===== config.mk =====
export PLATFORM = sky130hd
export DESIGN_NAME = conv3b_ctrl
export DESIGN_NICKNAME = d
export VERILOG_FILES = /design/src/rtl/conv3b_pkg.sv /design/src/rtl/conv3b_ctrl.sv
export SDC_FILE = /design/constraint.sdc
export NUM_CORES = 1
export LEC_CHECK = 0
export BUFFER_PORTS_ARGS = -buffer_cell sky130_fd_sc_hd__buf_2
export CORE_AREA = 2 2 39 41
export CTS_CLUSTER_DIAMETER = 80
export DETAILED_ROUTE_END_ITERATION = 10
export DIE_AREA = 0 0 41 43
export HOLD_SLACK_MARGIN = 0.02
export PLACE_DENSITY = 0.61
export SYNTH_ARGS = -nofsm -noshare
export SYNTH_HDL_FRONTEND = slang
export SYNTH_SLANG_ARGS = --single-unit

===== constraint.sdc =====
create_clock -name clk_i -period 1.9 [get_ports clk_i]
set_input_delay 0.19 -clock clk_i [delete_from_list [all_inputs] [get_ports clk_i]]
set_output_delay 0.19 -clock clk_i [all_outputs]
set_load 0.005 [all_outputs]

===== src/rtl/conv3b_pkg.sv =====
package conv3b_pkg;

  // Frame store geometry
  localparam int MAX_WIDTH      = 256;
  localparam int MAX_HEIGHT     = 256;
  localparam int COEF_FRAC_BITS = 8;

  localparam int DEPTH  = MAX_WIDTH * MAX_HEIGHT;
  localparam int ADDR_W = $clog2(DEPTH);

  // Fixed field widths
  localparam int PIX_W     = 8;
  localparam int COORD_W   = 8;
  localparam int DIM_W     = 9;
  localparam int MODE_W    = 2;
  localparam int COEF_W    = 16;
  localparam int TAPS      = 3;
  localparam int KERN_W    = COEF_W * TAPS;
  localparam int CFG_IDX_W = 3;
  localparam int CFG_W     = KERN_W;

  localparam int PROD_W = COEF_W + PIX_W + 1;
  localparam int ACC_W  = PROD_W + $clog2(TAPS * TAPS);

  localparam logic [DIM_W-1:0]  DIM_RESET      = DIM_W'(256);
  localparam logic [KERN_W-1:0] KERN_MID_RESET = KERN_W'(256);

  typedef enum logic [CFG_IDX_W-1:0] {
    CFG_BORDER_MODE   = 3'd0,
    CFG_IMAGE_WIDTH   = 3'd1,
    CFG_IMAGE_HEIGHT  = 3'd2,
    CFG_KERNEL_TOP    = 3'd3,
    CFG_KERNEL_MIDDLE = 3'd4,
    CFG_KERNEL_BOTTOM = 3'd5
  } cfg_idx_e;

  typedef enum logic [MODE_W-1:0] {
    MODE_NONE     = 2'd0,
    MODE_REFLECT  = 2'd1,
    MODE_CIRCULAR = 2'd2
  } border_mode_e;

  typedef enum logic {
    ACT_WRITE   = 1'b0,
    ACT_COMPUTE = 1'b1
  } action_e;

  // Kernel tap position along one axis; TAP_NEXT pairs with offset +1
  typedef logic [1:0] tap_t;
  localparam tap_t TAP_NEXT   = 2'd0;
  localparam tap_t TAP_CENTRE = 2'd1;
  localparam tap_t TAP_PREV   = 2'd2;

  typedef struct packed {
    logic load_wr;
    logic load_cmp;
    logic issue;
    logic first;
    logic last;
    tap_t tap_row;
    tap_t tap_col;
  } cmd_t;

endpackage


===== src/rtl/conv3b_ctrl.sv =====
module conv3b_ctrl
  import conv3b_pkg::*;
(
  input  logic clk_i,
  input  logic rst_ni,
  input  logic start_i,
  input  logic action_i,
  output logic busy_o,
  output cmd_t cmd_o
);

  typedef enum logic {
    ST_IDLE,
    ST_RUN
  } state_e;

  state_e state_q;
  tap_t   tap_r_q;
  tap_t   tap_c_q;
  logic   busy_q;

  logic accept;
  logic load_cmp;
  logic tap_last;

  assign accept   = start_i && !busy_q;
  assign load_cmp = accept && (action_i == ACT_COMPUTE);
  assign tap_last = (tap_r_q == TAP_PREV) && (tap_c_q == TAP_PREV);

  always_ff @(posedge clk_i or negedge rst_ni) begin
    if (!rst_ni) begin
      state_q <= ST_IDLE;
      tap_r_q <= TAP_NEXT;
      tap_c_q <= TAP_NEXT;
      busy_q  <= 1'b0;
    end else begin
      case (state_q)
        ST_IDLE: begin
          if (load_cmp) begin
            state_q <= ST_RUN;
            tap_r_q <= TAP_NEXT;
            tap_c_q <= TAP_NEXT;
            busy_q  <= 1'b1;
          end
        end
        ST_RUN: begin
          if (tap_last) begin
            // a new compute may follow straight on from the last read
            if (load_cmp) begin
              tap_r_q <= TAP_NEXT;
              tap_c_q <= TAP_NEXT;
              busy_q  <= 1'b1;
            end else begin
              state_q <= ST_IDLE;
            end
          end else begin
            if (tap_c_q == TAP_PREV) begin
              tap_c_q <= TAP_NEXT;
              tap_r_q <= tap_r_q + 2'd1;
            end else begin
              tap_c_q <= tap_c_q + 2'd1;
            end
            // release the input side during the final read
            if ((tap_r_q == TAP_PREV) && (tap_c_q == TAP_CENTRE)) begin
              busy_q <= 1'b0;
            end
          end
        end
        default: begin
          state_q <= ST_IDLE;
          busy_q  <= 1'b0;
        end
      endcase
    end
  end

  assign busy_o         = busy_q;
  assign cmd_o.load_wr  = accept && (action_i == ACT_WRITE);
  assign cmd_o.load_cmp = load_cmp;
  assign cmd_o.issue    = (state_q == ST_RUN);
  assign cmd_o.first    = (tap_r_q == TAP_NEXT) && (tap_c_q == TAP_NEXT);
  assign cmd_o.last     = tap_last;
  assign cmd_o.tap_row  = tap_r_q;
  assign cmd_o.tap_col  = tap_c_q;

endmodule


==> run metrics <==
Final ANT Viol Nets=0; Synth top area share=between 30% and 40%; buffers and inverters on the worst path=2; fin nets=60; Net Sw Power=roughly 280 uW; M3 GR Usage=~3.1%; I/O pin count=14; Comb pwr share=a little under half; Die W=between 40 and 50 um; ant diodes=0; fin cells=68; asr flop ratio synth=100%; Setup TNS=0 ns; CORE AREA=~1400 sq um; Post-Syn Area=just under 400 sq um; Total Routing Usage GR=11.0%; CTS clk-pin slew, worst paths=0.04 ns; Crit path largest cell delay=0.39 ns; Final Power=approximately 700 uW; TritonCTS buffer count=3; die area=1760 sq um; FF/Latch Area=approximately 150 sq um; f_max=578 MHz; Slew Limit Fails=0; Starting Density=27.8%; final hold violations=0; max cap viols=0; Post-CTS Repair Setup Buffers=0; Multi-input gate area=198 sq um; clock power share=between 15 and 20%; sw frac=between 30% and 40%; Cell Count Post-Placement=64; synth cell count leaders=dfrtp_1 (6), inv_1 (4), buf_4 (3), nand2_1 (3); Seq pwr share=a little under two fifths; Worst Path Required=approximately 1.7 ns; P&R area growth vs syn=24.7%; CTS tree=built; WHS Path Cells=3; clock buffer depth=2; main area contributors after synthesis=dfrtp_1 (39%), ha_1 (6.5%), buf_4 (5.8%), nand3b_4 (5.2%), o2bb2ai_1 (4.5%); Setup violations, final=0; RSZ-0062 raised after global routing=false; Synth Net Count=44; fin util=34.7%; Synth warnings=0; Worst-Skew Late Latency=0.24 ns; most numerous cell in the Yosys netlist=dfrtp_1; cell taking the most area after synthesis=dfrtp_1; CP Cell Sequence=inv_1, ha_1, nor2b_1, and2_2, buf_2; pwr dens=approximately 1500 nW/um^2; Most Crowded Layer GR=met2; Slew @ Worst Pin=roughly 0.24 ns; Seq/Total Area, Yosys=about two fifths; Die Ht=between 40 and 50 um; CTS H-tree lvls=1; Tmin final=1.73 ns; vias in the first global route=roughly 270; Routed wire per std cell=between 10 and 15 um; Post-CTS Hold Fix Bufs=1; GRT met1 Usage=between 10% and 20%; status=finished, final reports clean; Data arrival, critical path=roughly 1.5 ns; Filler Cells Inserted=around 140; met2 Use GR=between 10% and 20%; row count=14; number of port buffers=13; Hold/Removal Path Class=primary input to register; main flop type after synthesis=dfrtp_1; Worst path top cell family by delay=simple AND/OR/NAND/NOR gates; Worst setup SP type=register; EDFF count, synth=0; layout cells sized above 1=between 30% and 40%; total grt overflow=0; Iter 0 DRT Violations=3; dpl hpwl=around 580 um; fin crit share=91.0%; Crit Path Category=register to output pin; Detailed Route WL=slightly below 800 um; initial antenna violation count=0; DRT Pass-1 Iters=5; count of different cell masters after synthesis=23; register bit total from synthesis=6; Gate Count Post-Synth=38; first-pass GRT wire length=between 1000 and 1500 um; Clock Tree Root=clkbuf_4; # resized after CTS=0; Slew Limit Headroom=between 80% and 90%; Residual DRC=0; syn avg cell area=about 10 sq um; P_leak=0.000255 uW; crit end category=output pin; Vias/cell=around 4.7; RePlAce Congestion=approximately 0.61; largest fanout on the critical path=4; CTS Sinks=6; Int Power=between 400 and 500 uW; pin count of the biggest net entering global routing=9; reg2reg path depth=5; Worst Skew=a little over 0.00007 ns; detailed-route via count=317; Crit. path cell count=5; CP max stage cell=dfrtp_1; VDD IR max=roughly 0.39 mV
-- layout make-up --
type,instances,share of cell area [%]
clock buffers,3,4.69
well taps,16,4.17
flip-flops and latches,6,31.2
inverters,4,3.12
repair buffers,14,15.6
multi-input cells,25,41.1
-- registers in the layout, summed over array words and instances (netlist names) --
signal / cells
state_q: 1
busy_o: 1
tap_r_q: 2
tap_c_q: 2
-- logic make-up (layout without fill, tap and decap cells) --
family	count (synthesis)	count (layout)	synth area share (%)
buf+inv	7	21	9.74
flops	6	6	39.0
fa+ha+maj	2	2	6.49
simple gates	11	11	21.1
compound gates	11	11	21.1
mux	1	1	2.60
-- worst paths after layout --
| check | slack (ns) | startpoint | endpoint |
|---|---|---|---|
| setup / recovery | 0.17 | tap_r_q[0] | cmd_o[4] |
| hold / removal | 0.25 | start_i | state_q |
| setup reg to reg | 0.55 | tap_r_q[0] | state_q |
| hold reg to reg | 0.53 | tap_r_q[0] | tap_r_q[0] |
| max in group asynchronous | 1.45 | rst_ni | tap_c_q[0] |
| min in group asynchronous | 0.30 | rst_ni | busy_o |
-- placed cells by master, fill, tap and decap left out, types with 2 or more instances in the layout --
| cell type | count |
|---|---|
| clkbuf_4 | 3 |
| buf_2 | 13 |
| ha_1 | 2 |
| o2bb2ai_1 | 2 |
| dfrtp_1 | 6 |
| o21ai_0 | 2 |
| nand2_1 | 3 |
| inv_1 | 4 |
-- metrics by stage --
stage                     setup WS (ns)  cell area [sq um]  hold WS, ns
after floorplan                   0.555                385       -0.106
after global placement            0.472                448       0.0246
after detailed placement          0.456                448       0.0255
after CTS                         0.124                480        0.244
after global routing             0.0612                480        0.264
final                             0.171                480        0.252
-- per-layer routing --
metal	up-vias	share of wire, %	routed length (um)
li1	159	-	-
met1	153	41	315
met2	5	56	438
met3	0	2.8	22
met4	0	0	0
met5	-	0	0
-- tightest hold or removal path, stage by stage --
cell and delay, ns:
buf_2 0.12, nand3b_4 0.10, o21ai_2 0.05
-- power by group through the flow --
stage	Combinational [uW]	Sequential (uW)	Clock, uW
global route	366	280	135
CTS	331	264	125
floorplan	228	254	0
finish	323	264	117
detailed placement	322	265	0
global placement	316	261	0
Power figures use the tool's default switching activity.
